==> src/sv/dtfv_pkg.sv <==
// shared types, codes and character-class helpers for the field validator
// no dependencies
package dtfv_pkg;

   // field kinds
   localparam logic [3:0] KIND_ANY    = 4'd0;
   localparam logic [3:0] KIND_ADDR   = 4'd1;
   localparam logic [3:0] KIND_DOMAIN = 4'd2;
   localparam logic [3:0] KIND_HOST   = 4'd3;
   localparam logic [3:0] KIND_TOK2   = 4'd4;
   localparam logic [3:0] KIND_TOK_LO = 4'd5;
   localparam logic [3:0] KIND_TOK_HI = 4'd8;
   localparam logic [3:0] KIND_RTYPE  = 4'd9;

   // verdict codes
   localparam logic [1:0] VERDICT_INVALID = 2'd0;
   localparam logic [1:0] VERDICT_VALID   = 2'd1;
   localparam logic [1:0] VERDICT_UNKNOWN = 2'd2;

   // characters of interest
   localparam logic [7:0] CH_DOT    = 8'h2e;
   localparam logic [7:0] CH_DASH   = 8'h2d;
   localparam logic [7:0] CH_UNDER  = 8'h5f;
   localparam logic [7:0] CH_LOW_S  = 8'h73;
   localparam logic [7:0] CH_UP_S   = 8'h53;
   localparam logic [7:0] CH_LOW_M  = 8'h6d;
   localparam logic [7:0] CH_UP_M   = 8'h4d;

   // octet limits and classful net codes
   localparam logic [8:0]  OCTET_MAX     = 9'd255;
   localparam logic [8:0]  GROUP_SAT     = 9'd256;
   localparam logic [2:0]  GROUPS_FULL   = 3'd4;
   localparam logic [2:0]  GROUPS_LAST   = 3'd3;
   localparam logic [15:0] CLASS_B_ZERO  = 16'h8000;
   localparam logic [23:0] CLASS_C_ZERO  = 24'hc00000;

   // address scan progress
   typedef enum logic [2:0] {
      FMT_SCAN = 3'b001,
      FMT_TAIL = 3'b010,
      FMT_FAIL = 3'b100
   } dtfv_fmt_type;

   // one classified word as it travels from front to back
   typedef struct packed {
      logic [3:0] kind;
      logic [7:0] ch;
      logic       has_char;
      logic       last;
      logic       is_digit;
      logic       is_dot;
      logic       is_space;
      logic       is_name;
      logic [3:0] digit;
   } dtfv_item_type;

   function automatic logic is_digit_f(input logic [7:0] c);
      return (c >= 8'h30) && (c <= 8'h39);
   endfunction

   function automatic logic is_alnum_f(input logic [7:0] c);
      return is_digit_f(c) || ((c >= 8'h61) && (c <= 8'h7a)) ||
             ((c >= 8'h41) && (c <= 8'h5a));
   endfunction

endpackage

==> src/sv/dtfv_front.sv <==
// front end: takes request words and tags each character with its classes
// depends on dtfv_pkg
module dtfv_front (
   input  logic                   req_valid,
   output logic                   req_stall,
   input  logic [3:0]             req_type,
   input  logic [7:0]             req_ch,
   input  logic                   req_has_char,
   input  logic                   req_last,
   input  logic                   q_full,
   output logic                   q_push,
   output dtfv_pkg::dtfv_item_type q_item
);
   import dtfv_pkg::*;

   assign req_stall = q_full;
   assign q_push    = req_valid && !q_full;

   always_comb begin
      q_item          = '0;
      q_item.kind     = req_type;
      q_item.ch       = req_ch;
      q_item.has_char = req_has_char;
      q_item.last     = req_last;
      q_item.is_digit = is_digit_f(req_ch);
      q_item.is_dot   = (req_ch == CH_DOT);
      // space, tab, lf, vt, ff, cr
      q_item.is_space = (req_ch == 8'h20) || ((req_ch >= 8'h09) && (req_ch <= 8'h0d));
      q_item.is_name  = is_alnum_f(req_ch) || (req_ch == CH_DOT) ||
                        (req_ch == CH_UNDER) || (req_ch == CH_DASH);
      q_item.digit    = req_ch[3:0];
   end

endmodule

==> src/sv/dtfv_queue.sv <==
// two-entry queue of classified words between front and back
// depends on dtfv_pkg
module dtfv_queue (
   input  logic                    clock,
   input  logic                    reset,
   input  logic                    push,
   input  dtfv_pkg::dtfv_item_type push_item,
   output logic                    full,
   input  logic                    pop,
   output logic                    not_empty,
   output dtfv_pkg::dtfv_item_type head_item
);
   import dtfv_pkg::*;

   dtfv_item_type slot_ff [2];
   logic          wr_ptr_ff, wr_ptr_in;
   logic          rd_ptr_ff, rd_ptr_in;
   logic [1:0]    count_ff, count_in;

   assign full      = (count_ff == 2'd2);
   assign not_empty = (count_ff != 2'd0);
   assign head_item = slot_ff[rd_ptr_ff];

   always_comb begin
      wr_ptr_in = wr_ptr_ff ^ push;
      rd_ptr_in = rd_ptr_ff ^ pop;
      count_in  = count_ff + {1'b0, push} - {1'b0, pop};
   end

   always_ff @(posedge clock) begin
      if (reset) begin
         wr_ptr_ff <= 1'b0;
         rd_ptr_ff <= 1'b0;
         count_ff  <= 2'd0;
      end else begin
         wr_ptr_ff <= wr_ptr_in;
         rd_ptr_ff <= rd_ptr_in;
         count_ff  <= count_in;
      end
   end

   always_ff @(posedge clock) begin
      if (push) begin
         slot_ff[wr_ptr_ff] <= push_item;
      end
   end

endmodule

==> src/sv/dtfv_back.sv <==
// back end: per-string counters and flags, verdict and the response register
// depends on dtfv_pkg
module dtfv_back #(
   parameter int DOMAIN_MAX_LEN = 1025,
   parameter int HOST_MAX_LEN   = 256,
   parameter int LABEL_MAX      = 63,
   parameter int KIND_MAX       = 9
) (
   input  logic                    clock,
   input  logic                    reset,
   input  logic                    q_not_empty,
   input  dtfv_pkg::dtfv_item_type q_item,
   output logic                    q_pop,
   output logic                    rsp_valid,
   input  logic                    rsp_stall,
   output logic [1:0]              rsp_verdict
);
   import dtfv_pkg::*;

   localparam logic [10:0] DOMAIN_LIM = 11'(DOMAIN_MAX_LEN);
   localparam logic [10:0] HOST_LIM   = 11'(HOST_MAX_LEN);
   localparam logic [6:0]  LABEL_LIM  = 7'(LABEL_MAX);
   localparam logic [3:0]  KIND_LIM   = 4'(KIND_MAX);
   localparam logic [10:0] COUNT_SAT  = 11'h7ff;

   logic          in_string_ff, in_string_in;
   logic [3:0]    kind_ff, kind_in;
   logic [10:0]   count_ff, count_in;
   logic [6:0]    label_len_ff, label_len_in;
   logic          label_long_ff, label_long_in;
   logic          bad_ff, bad_in;
   logic [7:0]    first_ff, first_in;
   logic [7:0]    prev_ff, prev_in;
   logic [2:0]    gidx_ff, gidx_in;
   logic [8:0]    gval_ff, gval_in;
   logic          ghas_ff, ghas_in;
   logic [31:0]   addr_ff, addr_in;
   dtfv_fmt_type  fmt_ff, fmt_in;
   logic          rsp_valid_ff, rsp_valid_in;
   logic [1:0]    verdict_ff, verdict_in;

   logic [11:0]   gprod;
   logic          slot_free;
   logic [31:0]   fin_addr;
   logic          fin_ok;
   logic          addr_ok;
   logic [1:0]    verdict_now;

   assign slot_free   = !rsp_valid_ff || !rsp_stall;
   assign q_pop       = q_not_empty && slot_free;
   assign rsp_valid   = rsp_valid_ff;
   assign rsp_verdict = verdict_ff;

   // state update for the word at the head of the queue
   always_comb begin
      in_string_in  = in_string_ff;
      kind_in       = kind_ff;
      count_in      = count_ff;
      label_len_in  = label_len_ff;
      label_long_in = label_long_ff;
      bad_in        = bad_ff;
      first_in      = first_ff;
      prev_in       = prev_ff;
      gidx_in       = gidx_ff;
      gval_in       = gval_ff;
      ghas_in       = ghas_ff;
      addr_in       = addr_ff;
      fmt_in        = fmt_ff;
      gprod         = ({3'b0, gval_ff} << 3) + ({3'b0, gval_ff} << 1) + {8'b0, q_item.digit};
      if (q_pop) begin
         if (!in_string_ff) begin
            in_string_in  = 1'b1;
            kind_in       = q_item.kind;
            count_in      = '0;
            label_len_in  = '0;
            label_long_in = 1'b0;
            bad_in        = 1'b0;
            first_in      = '0;
            prev_in       = '0;
            gidx_in       = '0;
            gval_in       = '0;
            ghas_in       = 1'b0;
            addr_in       = '0;
            fmt_in        = FMT_SCAN;
            gprod         = {8'b0, q_item.digit};
         end
         if (q_item.has_char) begin
            if (count_in == '0) begin
               first_in = q_item.ch;
            end
            if (kind_in == KIND_ADDR) begin
               if (!q_item.is_digit && !q_item.is_dot) begin
                  bad_in = 1'b1;
               end else if (fmt_in == FMT_SCAN) begin
                  if (q_item.is_digit) begin
                     if (gidx_in >= GROUPS_FULL) begin
                        fmt_in = FMT_FAIL;
                     end else begin
                        gval_in = (gprod > 12'(GROUP_SAT)) ? GROUP_SAT : gprod[8:0];
                        ghas_in = 1'b1;
                     end
                  end else if (!ghas_in) begin
                     // a dot with no digits before it: ".." tail only after four octets
                     fmt_in = (gidx_in == GROUPS_FULL) ? FMT_TAIL : FMT_FAIL;
                  end else if (gval_in > OCTET_MAX) begin
                     fmt_in = FMT_FAIL;
                  end else begin
                     addr_in = {addr_in[23:0], gval_in[7:0]};
                     gidx_in = gidx_in + 3'd1;
                     gval_in = '0;
                     ghas_in = 1'b0;
                  end
               end
            end else if ((kind_in == KIND_DOMAIN) || (kind_in == KIND_HOST)) begin
               if (!q_item.is_name) begin
                  bad_in = 1'b1;
               end
               if (q_item.is_dot) begin
                  label_len_in = '0;
               end else if (label_len_in >= LABEL_LIM) begin
                  label_long_in = 1'b1;
               end else begin
                  label_len_in = label_len_in + 7'd1;
               end
            end else if ((kind_in inside {[KIND_TOK2:KIND_TOK_HI]}) && q_item.is_space) begin
               bad_in = 1'b1;
            end
            prev_in = q_item.ch;
            if (count_in != COUNT_SAT) begin
               count_in = count_in + 11'd1;
            end
         end
         if (q_item.last) begin
            in_string_in = 1'b0;
         end
      end
   end

   // closing the fourth octet at end of string
   always_comb begin
      fin_addr = addr_in;
      fin_ok   = (fmt_in == FMT_TAIL) || ((fmt_in == FMT_SCAN) && (gidx_in == GROUPS_FULL));
      if ((fmt_in == FMT_SCAN) && (gidx_in == GROUPS_LAST) && ghas_in &&
          (gval_in <= OCTET_MAX)) begin
         fin_addr = {addr_in[23:0], gval_in[7:0]};
         fin_ok   = 1'b1;
      end
   end

   // classful net and host rules
   always_comb begin
      addr_ok = 1'b0;
      if (!fin_addr[31]) begin
         addr_ok = (fin_addr[31:24] != '0) && (fin_addr[23:0] != '0) &&
                   (fin_addr[23:0] != '1);
      end else if (fin_addr[31:30] == 2'b10) begin
         addr_ok = (fin_addr[31:16] != CLASS_B_ZERO) && (fin_addr[15:0] != '0) &&
                   (fin_addr[15:0] != '1);
      end else if (fin_addr[31:29] == 3'b110) begin
         addr_ok = (fin_addr[31:8] != CLASS_C_ZERO) && (fin_addr[7:0] != '0) &&
                   (fin_addr[7:0] != '1);
      end
      if ((count_in == '0) || bad_in || (prev_in == CH_DOT) || !fin_ok) begin
         addr_ok = 1'b0;
      end
   end

   always_comb begin
      verdict_now = VERDICT_INVALID;
      if (kind_in > KIND_LIM) begin
         verdict_now = VERDICT_UNKNOWN;
      end else begin
         case (kind_in)
            KIND_ANY: verdict_now = VERDICT_VALID;
            KIND_ADDR: verdict_now = addr_ok ? VERDICT_VALID : VERDICT_INVALID;
            KIND_DOMAIN: begin
               if ((count_in != '0) && (count_in < DOMAIN_LIM) && !bad_in &&
                   !label_long_in && (first_in != CH_DASH) && (prev_in != CH_DASH)) begin
                  verdict_now = VERDICT_VALID;
               end
            end
            KIND_HOST: begin
               if ((count_in > 11'd1) && (count_in < HOST_LIM) && !bad_in &&
                   !label_long_in && is_alnum_f(first_in) && is_alnum_f(prev_in)) begin
                  verdict_now = VERDICT_VALID;
               end
            end
            KIND_TOK2: begin
               if (!bad_in && (count_in > 11'd1)) begin
                  verdict_now = VERDICT_VALID;
               end
            end
            KIND_RTYPE: begin
               if ((count_in == 11'd1) &&
                   ((first_in == CH_LOW_S) || (first_in == CH_UP_S) ||
                    (first_in == CH_LOW_M) || (first_in == CH_UP_M))) begin
                  verdict_now = VERDICT_VALID;
               end
            end
            default: begin
               if ((kind_in inside {[KIND_TOK_LO:KIND_TOK_HI]}) && !bad_in &&
                   (count_in != '0)) begin
                  verdict_now = VERDICT_VALID;
               end
            end
         endcase
      end
   end

   // response register
   always_comb begin
      rsp_valid_in = rsp_valid_ff;
      verdict_in   = verdict_ff;
      if (q_pop && q_item.last) begin
         rsp_valid_in = 1'b1;
         verdict_in   = verdict_now;
      end else if (!rsp_stall) begin
         rsp_valid_in = 1'b0;
      end
   end

   always_ff @(posedge clock) begin
      if (reset) begin
         in_string_ff  <= 1'b0;
         kind_ff       <= '0;
         count_ff      <= '0;
         label_len_ff  <= '0;
         label_long_ff <= 1'b0;
         bad_ff        <= 1'b0;
         first_ff      <= '0;
         prev_ff       <= '0;
         gidx_ff       <= '0;
         gval_ff       <= '0;
         ghas_ff       <= 1'b0;
         addr_ff       <= '0;
         fmt_ff        <= FMT_SCAN;
         rsp_valid_ff  <= 1'b0;
      end else begin
         in_string_ff  <= in_string_in;
         kind_ff       <= kind_in;
         count_ff      <= count_in;
         label_len_ff  <= label_len_in;
         label_long_ff <= label_long_in;
         bad_ff        <= bad_in;
         first_ff      <= first_in;
         prev_ff       <= prev_in;
         gidx_ff       <= gidx_in;
         gval_ff       <= gval_in;
         ghas_ff       <= ghas_in;
         addr_ff       <= addr_in;
         fmt_ff        <= fmt_in;
         rsp_valid_ff  <= rsp_valid_in;
      end
   end

   always_ff @(posedge clock) begin
      verdict_ff <= verdict_in;
   end

endmodule

==> src/sv/dhcp_table_field_validator_unit.sv <==
// top level of the text field validator: front end, word queue and back end
// depends on dtfv_pkg, dtfv_front, dtfv_queue, dtfv_back
//
// usage
//   a string is sent as a run of request words, one character per word, the
//   final word marked by req_last; req_type on the first word picks the field
//   kind, and a word with req_has_char low carries no character (an empty
//   string is one such word with req_last high)
//   each string gives exactly one response word, rsp_verdict: invalid, valid
//   or unknown kind; words without req_last give nothing
// throughput
//   one word per cycle sustained while the response slot is free; the front end
//   tags the character classes and writes a two-entry queue, the back end pops
//   one word per cycle and updates the per-string counters in a single step
// response
//   rsp_valid rises once the last word has been written into the queue, popped
//   by the back end and its verdict registered in the response register
// stall
//   rsp_stall holds the response register; the back end keeps working while
//   the slot is taken in the same cycle, and only when the slot stays full
//   does the queue fill, after which req_stall rises
// reset: synchronous; empties the queue, drops any response, starts a new string
module dhcp_table_field_validator_unit #(
   parameter int DOMAIN_MAX_LEN = 1025,
   parameter int HOST_MAX_LEN   = 256,
   parameter int LABEL_MAX      = 63,
   parameter int KIND_MAX       = 9
) (
   input  logic       clock,
   input  logic       reset,
   input  logic       req_valid,
   output logic       req_stall,
   input  logic [3:0] req_type,
   input  logic [7:0] req_ch,
   input  logic       req_has_char,
   input  logic       req_last,
   output logic       rsp_valid,
   input  logic       rsp_stall,
   output logic [1:0] rsp_verdict
);
   import dtfv_pkg::*;

   // classified word on its way into the queue
   dtfv_item_type push_item;
   dtfv_item_type head_item;
   logic          q_push;
   logic          q_full;
   logic          q_pop;
   logic          q_not_empty;

   dtfv_front u_front (
      .req_valid    (req_valid),
      .req_stall    (req_stall),
      .req_type     (req_type),
      .req_ch       (req_ch),
      .req_has_char (req_has_char),
      .req_last     (req_last),
      .q_full       (q_full),
      .q_push       (q_push),
      .q_item       (push_item)
   );

   // decouples acceptance from the response stall
   dtfv_queue u_queue (
      .clock     (clock),
      .reset     (reset),
      .push      (q_push),
      .push_item (push_item),
      .full      (q_full),
      .pop       (q_pop),
      .not_empty (q_not_empty),
      .head_item (head_item)
   );

   // string state and the verdict register
   dtfv_back #(
      .DOMAIN_MAX_LEN (DOMAIN_MAX_LEN),
      .HOST_MAX_LEN   (HOST_MAX_LEN),
      .LABEL_MAX      (LABEL_MAX),
      .KIND_MAX       (KIND_MAX)
   ) u_back (
      .clock       (clock),
      .reset       (reset),
      .q_not_empty (q_not_empty),
      .q_item      (head_item),
      .q_pop       (q_pop),
      .rsp_valid   (rsp_valid),
      .rsp_stall   (rsp_stall),
      .rsp_verdict (rsp_verdict)
   );

endmodule

==> config.mk <==
export PLATFORM = sky130hd
export DESIGN_NAME = dhcp_table_field_validator_unit
export DESIGN_NICKNAME = d
export VERILOG_FILES = /design/src/sv/dtfv_pkg.sv /design/src/sv/dtfv_front.sv /design/src/sv/dtfv_queue.sv /design/src/sv/dtfv_back.sv /design/src/sv/dhcp_table_field_validator_unit.sv
export SDC_FILE = /design/constraint.sdc
export NUM_CORES = 1
export LEC_CHECK = 0
export BUFFER_PORTS_ARGS = -buffer_cell sky130_fd_sc_hd__buf_2
export CAP_MARGIN = 20
export CELL_PAD_IN_SITES_DETAIL_PLACEMENT = 1
export CELL_PAD_IN_SITES_GLOBAL_PLACEMENT = 2
export CORE_MARGIN = 1
export CORE_UTILIZATION = 25
export CTS_BUF_LIST = sky130_fd_sc_hd__clkbuf_8
export CTS_CLUSTER_DIAMETER = 100
export DETAILED_ROUTE_END_ITERATION = 16
export PLACE_DENSITY_LB_ADDON = 0.1
export SETUP_SLACK_MARGIN = 0.15
export SLEW_MARGIN = 20
export SYNTH_ARGS = -nofsm -noshare
export SYNTH_HDL_FRONTEND = slang
export SYNTH_SLANG_ARGS = --single-unit
==> constraint.sdc <==
create_clock -name clock -period 5.19 [get_ports clock]
set_input_delay 0.519 -clock clock [delete_from_list [all_inputs] [get_ports clock]]
set_output_delay 0.519 -clock clock [all_outputs]
set_load 0.02 [all_outputs]
==> impl_metrics.yaml, run 1 <==
power:
  power_switching_uw: 1600
  clockPowerShare_pct: 23.4
  internal_power_uw: 2120
  powerDensity_mw_per_mm2: 404
  max-vdd-ir-drop_mv: 0.273
  p_leak_uw: 0.00333
  power_frac_comb_pct: 42.4
  p_seq_share_pct: 34.2
  swShare_pct: 42.9
floorplanning:
  placementRows: 65
  dieHeight_microns: 181
  coreArea_sq_mm: 0.0315
  io_pins: 22
  die_x_microns: 181
  start_util_pct: 25.4
  dieArea_sq_mm: 0.0327
global_routing:
  antenna_found_initial: 0
  gr-total-overflow: 0
  grt_pass1_vias: 7415
  grt_pass1_wl_microns: 45200
  grt_max_degree: 58
  track_usage_pct: 18.2
clock_tree:
  htreeDepth: 4
  cts_tree: "yes"
  clock-sinks: 132
  clkTransAtPathRegs_ns: 0.09
  clock_path_buffers: 2
  cts_buffers: 17
  clkLatencyLatePin_ns: 0.48
  root_buffer: "clkbuf_8"
yosys:
  synth_edf_count: 38
  yosysTopAreaCellShare_pct: 23.5
  ys.flop_type: "dfxtp_1"
  yosysMostFrequentCell: "nor2_1"
  async_reset_ff_share_pct: 0
  synth_seq_cells: 132
  synth_cell_type_count: 84
  syn_area_sq_mm: 0.00800
  netlist_instances: 947
  yosys.area.top_type: "dfxtp_1"
  ys_warn_count: 0
  synth_common_cells: "nor2_1, dfxtp_1, nand2_1"
  synthesis.nets: 993
  syn_area_per_cell_sq_um: 8.44
  synth.area.top_cells: "dfxtp_1, edfxtp_1, nor2_1"
  yosysSeqAreaShare_pct: 37.8
setup_path:
  critPathArrivalTime_ns: 5.03
  critPathLaunchType: "flop"
  cp_max_fo: 5
  endpoint_kind: "flop"
  required_ns: 5.40
  critical_path_class: "reg2reg"
place:
  hpwl_microns: 21100
  gp_congestion: 0.787
  pre_cts_slack_ns: 0.132
  numPortBuffers: 21
  place_inst: 1363
timing:
  setup_slack_ns: 0.378
  hold-worst-slack_ns: 0.225
  rsz0062_at_grt: "false"
  finalHoldViolations: 0
  finalCritPeriodShare_pct: 92.7
  finClkSkew_ns: 0.0135
  slew_violations: 0
  period_minus_slack_ns: 4.81
  tightest_slew_ns: 0.970
  setup_viol: 0
  slew_headroom_pct: 35.3
  tns_ns: 0
  fmax_ghz: 0.208
hold_path:
  hold_class: "in2reg"
final_layout:
  multi_input_area_sq_mm: 0.00477
  antenna_cells: 0
  regArea_sq_mm: 0.00303
  final_cells: 1397
  fillers: 3670
  synthToLayoutAreaGrowth_pct: 15.2
  final_nets: 1028
  drive_gt1_share_pct: 14.0
detailed_routing:
  drt_first_pass_iters: 5
  drc: 0
  num_vias: 7368
  routed_wl_microns: 28900
  wl_per_cell_microns: 20.7
  dr.first_iter.drc_count: 446
  vias_per_cell: 5.27
  ant_nets: 0
run:
  drv_cap: 0
status:
  run_status: "completed"
==> cell type report <==
type / instances / area share (%)
inverter: 25 / 1.02
clock inverter: 15 / 1.58
multi-input combinational: 743 / 51.8
sequential: 132 / 32.9
clock buffer: 17 / 2.54
tap: 402 / 5.46
timing repair buffer: 63 / 4.73
==> power groups by stage <==
stage | clock (uW) | sequential [uW] | combinational (uW)
finish | 869 | 1270 | 1580
global placement | 0 | 1290 | 1590
detailed placement | 0 | 1290 | 1580
CTS | 921 | 1270 | 1590
floorplan | 0 | 1260 | 1030
global route | 955 | 1290 | 1740
==> cell usage in the layout (no fill, tap or decap), types with 20 or more instances in the layout <==
cell	instances
dfxtp_1	92
buf_2	20
nand2_1	93
nor3_1	23
a21oi_1	65
inv_1	25
mux2i_1	22
buf_4	42
nor2_1	121
nand3_1	44
edfxtp_1	38
o21ai_0	38
ha_1	25
==> flip-flops by register name, indices dropped and copies added (netlist names) <==
register / count
u_back.kind_ff: 4
u_back.label_len_ff: 7
u_queue.slot_ff: 36
u_back.gval_ff: 9
u_back.ghas_ff: 1
u_back.addr_ff: 32
u_back.label_long_ff: 1
u_back.bad_ff: 1
u_queue.wr_ptr_ff: 1
u_back.gidx_ff: 3
u_queue.count_ff: 2
u_queue.rd_ptr_ff: 1
u_back.prev_ff: 8
u_back.rsp_valid: 1
u_back.count_ff: 11
u_back.fmt_ff: 3
u_back.first_ff: 8
u_back.rsp_verdict: 2
u_back.in_string_ff: 1
==> stage by stage <==
step | total power (uW) | utilization, % | instance area, sq um
after floorplan | 2290 | - | 8030
after global placement | 2890 | 27.8 | 8760
after detailed placement | 2870 | 27.8 | 8760
after CTS | 3780 | 29.1 | 9150
after global routing | 3980 | 29.3 | 9210
final | 3720 | 29.3 | 9210
==> layer usage <==
metal  part of all wire (%)  routed length (microns)  vias to the layer above  global-route usage [%]
li1                       -                        -                     3586                       -
met2                     44                    12800                       85                    28.0
met5                      0                        0                        -                       0
met1                     52                    15000                     3677                    25.9
met4                    1.0                      290                        0                    4.55
met3                    2.8                      823                       20                    3.31
==> repair_timing <==
action | in CTS | in global routing
pin swaps | 1 | 4
buffers inserted | 1 | 1
resized for setup | 1 | 13
setup endpoints to repair | 1 | 1
hold buffers | 0 | 0
==> kinds of logic after synthesis <==
family	Yosys count	synth area share, %
mux	42	5.68
flops	132	37.8
compound gates	231	19.4
simple gates	421	26.6
fa+ha+maj	28	4.57
buf+inv	72	3.66
xor+xnor	21	2.30
==> critical path, stage by stage, from the launching register on <==
cell	delay, ns
dfxtp_4	0.38
mux2i_4	0.19
fa_1	0.55
inv_1	0.06
ha_1	0.32
a211oi_4	0.28
o21ai_1	0.15
xnor2_1	0.18
or4_4	0.56
a211oi_4	0.39
a41oi_2	0.18
or4_1	0.54
or3_1	0.38
a221oi_2	0.28
o31ai_2	0.09
==> final timing paths <==
check,start,endpoint,slack [ns],depth (start not counted)
setup / recovery,u_queue.rd_ptr_ff,u_back.rsp_verdict[0],0.38,14
hold / removal,req_type[1],u_queue.slot_ff[0][19],0.23,1
setup reg to reg,u_queue.rd_ptr_ff,u_back.rsp_verdict[0],0.38,14
hold reg to reg,u_back.label_len_ff[6],u_back.label_len_ff[6],0.45,2
No activity file was read; power rests on OpenSTA's default activity.
==> run 2, diff against run 1 <==
Settings changed: CORE_UTILIZATION 25 to 36.
==> impl_metrics.yaml, run 2 (synthesis results as in run 1) <==
clock_tree:
  clock-sinks: 132
  clkTransAtPathRegs_ns: 0.11
  ctsHoldBuffers: 0
  cts_buffers: 17
  root_buffer: "clkbuf_8"
  htreeDepth: 4
  cts_tree: "yes"
  clock_path_buffers: 2
  clkLatencyLatePin_ns: 0.48
final_layout:
  antenna_cells: 0
  post-route-util_pct: 41.6
  largest_reg_flops: 36
  final_cells: 1273
  top_regs: "u_queue.slot_ff: 36 flops, u_back.addr_ff: 32 flops, u_back.count_ff: 11 flops"
  drive_gt1_share_pct: 14.3
  final_nets: 1026
  finalInstanceArea_sq_mm: 0.00907
  final_common_cell: "nor2_1"
  regMostFlops: "u_queue.slot_ff"
  synthToLayoutAreaGrowth_pct: 13.5
  mostFrequentLayoutCells: "nor2_1, nand2_1, dfxtp_1"
setup_path:
  crit_end: "u_back.rsp_verdict[0]"
  worstPathCellList: "mux2i_4, inv_1, ha_1, ha_4, inv_1, fa_2, nor2b_2, o211ai_1, a2111oi_2, or3b_4, a211oi_4, a41o_1, a32oi_1, or4_1, or3_4, a221oi_2, o31ai_2"
  startpoint: "u_queue.rd_ptr_ff"
  cpPeakStageDelay_ns: 0.45
  critical_path_class: "reg2reg"
  required_ns: 5.38
  reg2reg_to: "u_back.rsp_verdict[0]"
  critPathLaunchType: "flop"
  critPathArrivalTime_ns: 5.02
  r2r_setup_slack_ns: 0.36
  endpoint_kind: "flop"
  cp_max_fo: 5
  crit_slowest_cell: "or3b_4"
  cpMostUsedCell: "inv_1"
  rr_worst_depth: 17
  reg2reg_from: "u_queue.rd_ptr_ff"
detailed_routing:
  drt_first_pass_iters: 5
  routed_wl_microns: 27200
  ant_nets: 0
  dr.first_iter.drc_count: 577
  num_vias: 7592
  drc: 0
  vias_per_cell: 5.96
  wl_per_cell_microns: 21.4
timing:
  tns_ns: 0
  finalHoldViolations: 0
  finClkSkew_ns: 0.0241
  finalCritPeriodShare_pct: 93.0
  tightest_slew_ns: 0.955
  rsz0062_at_grt: "false"
  setup_viol: 0
  slew_headroom_pct: 36.3
  period_minus_slack_ns: 4.83
  fmax_ghz: 0.207
  slew_violations: 0
global_routing:
  antenna_found_initial: 0
  grt_pass1_wl_microns: 42900
  grt_max_degree: 83
  gr-total-overflow: 0
  grt_pass1_vias: 7707
  track_usage_pct: 24.8
status:
  run_status: "completed"
place:
  numPortBuffers: 21
  gp_congestion: 0.924
  place_inst: 1237
  hpwl_microns: 19600
  place_area_sq_mm: 0.00856
power:
  powerDensity_mw_per_mm2: 416
  p_leak_uw: 0.00332
  max-vdd-ir-drop_mv: 0.266
floorplanning:
  die_x_microns: 151
  coreArea_sq_mm: 0.0218
  start_util_pct: 36.6
  dieHeight_microns: 151
  placementRows: 54
  dieArea_sq_mm: 0.0228
  io_pins: 22
hold_path:
  hold_class: "in2reg"
run:
  drv_cap: 0
==> run 2: cell count changes in the layout (fill, tap and decap cells not counted), sizes merged <==
cell,before,now
buf,63,61
bufinv,2,1
clkinv,6,5
clkinvlp,5,3
inv,27,31
==> run 2: timing repair <==
item                                   in CTS  in global routing
setup endpoints to repair                   1                  1
gates resized for setup                     5                 14
setup buffers                               1                  3
endpoints found under the hold margin       0                  0
pin swaps                                   1                  5
==> run 2: final cells by class <==
class,count,area [sq um]
clock buffer,17,234
inverter,25,93.8
multi-input combinational,743,4800
timing repair buffer,61,405
sequential,132,3030
tap,280,350
clock inverter,15,164
fill,2647,12700
==> run 2: worst min path at each step <==
stage,endpoint,startpoint,cells past startpoint
6_report,u_queue.slot_ff[1][20],req_type[2],1
5_1_grt,u_queue.slot_ff[0][19],req_type[1],1
4_1_cts,u_queue.slot_ff[0][20],req_type[2],1
3_5_place_dp,u_back.addr_ff[24],u_back.addr_ff[24],2
3_3_place_gp,u_back.label_len_ff[6],u_back.label_len_ff[6],2
2_1_floorplan,u_back.label_len_ff[6],u_back.label_len_ff[6],2
==> run 2: worst max-delay path: cells and delay by family, from the launching register on <==
| kind | cells | cell delay (ns) |
|---|---|---|
| buffers and inverters | 2 | 0.15 |
| flip-flops | 1 | 0.41 |
| AO/OA/AOI/OAI | 7 | 1.53 |
| adder cells (fa/ha/maj) | 3 | 0.83 |
| AND/OR/NAND/NOR | 4 | 1.40 |
| multiplexers | 1 | 0.24 |
==> run 2: metrics by stage <==
stage / total power, uW / setup WS (ns) / hold WS (ns)
2_1_floorplan: 2290 / 0.172 / 0.416
6_report: 3770 / 0.361 / 0.223
3_3_place_gp: 2800 / 0.147 / 0.445
3_5_place_dp: 2840 / -0.0820 / 0.459
5_1_grt: 3990 / 0.142 / 0.191
4_1_cts: 3770 / 0.166 / 0.187
==> run 2: routing by layer <==
metal | up-vias | GRT usage (%) | wire (microns)
met2 | 156 | 39.0 | 12300
li1 | 3594 | - | -
met5 | - | 0 | 0
met3 | 31 | 4.64 | 1140
met1 | 3811 | 34.6 | 13300
met4 | 0 | 6.90 | 402
==> run 2: power breakdown <==
group	leakage [uW]	total (uW)	internal (uW)	switching [uW]
Sequential	0.00112	1260	1190	69.2
Clock	0.000194	914	400	514
Combinational	0.00201	1590	526	1070
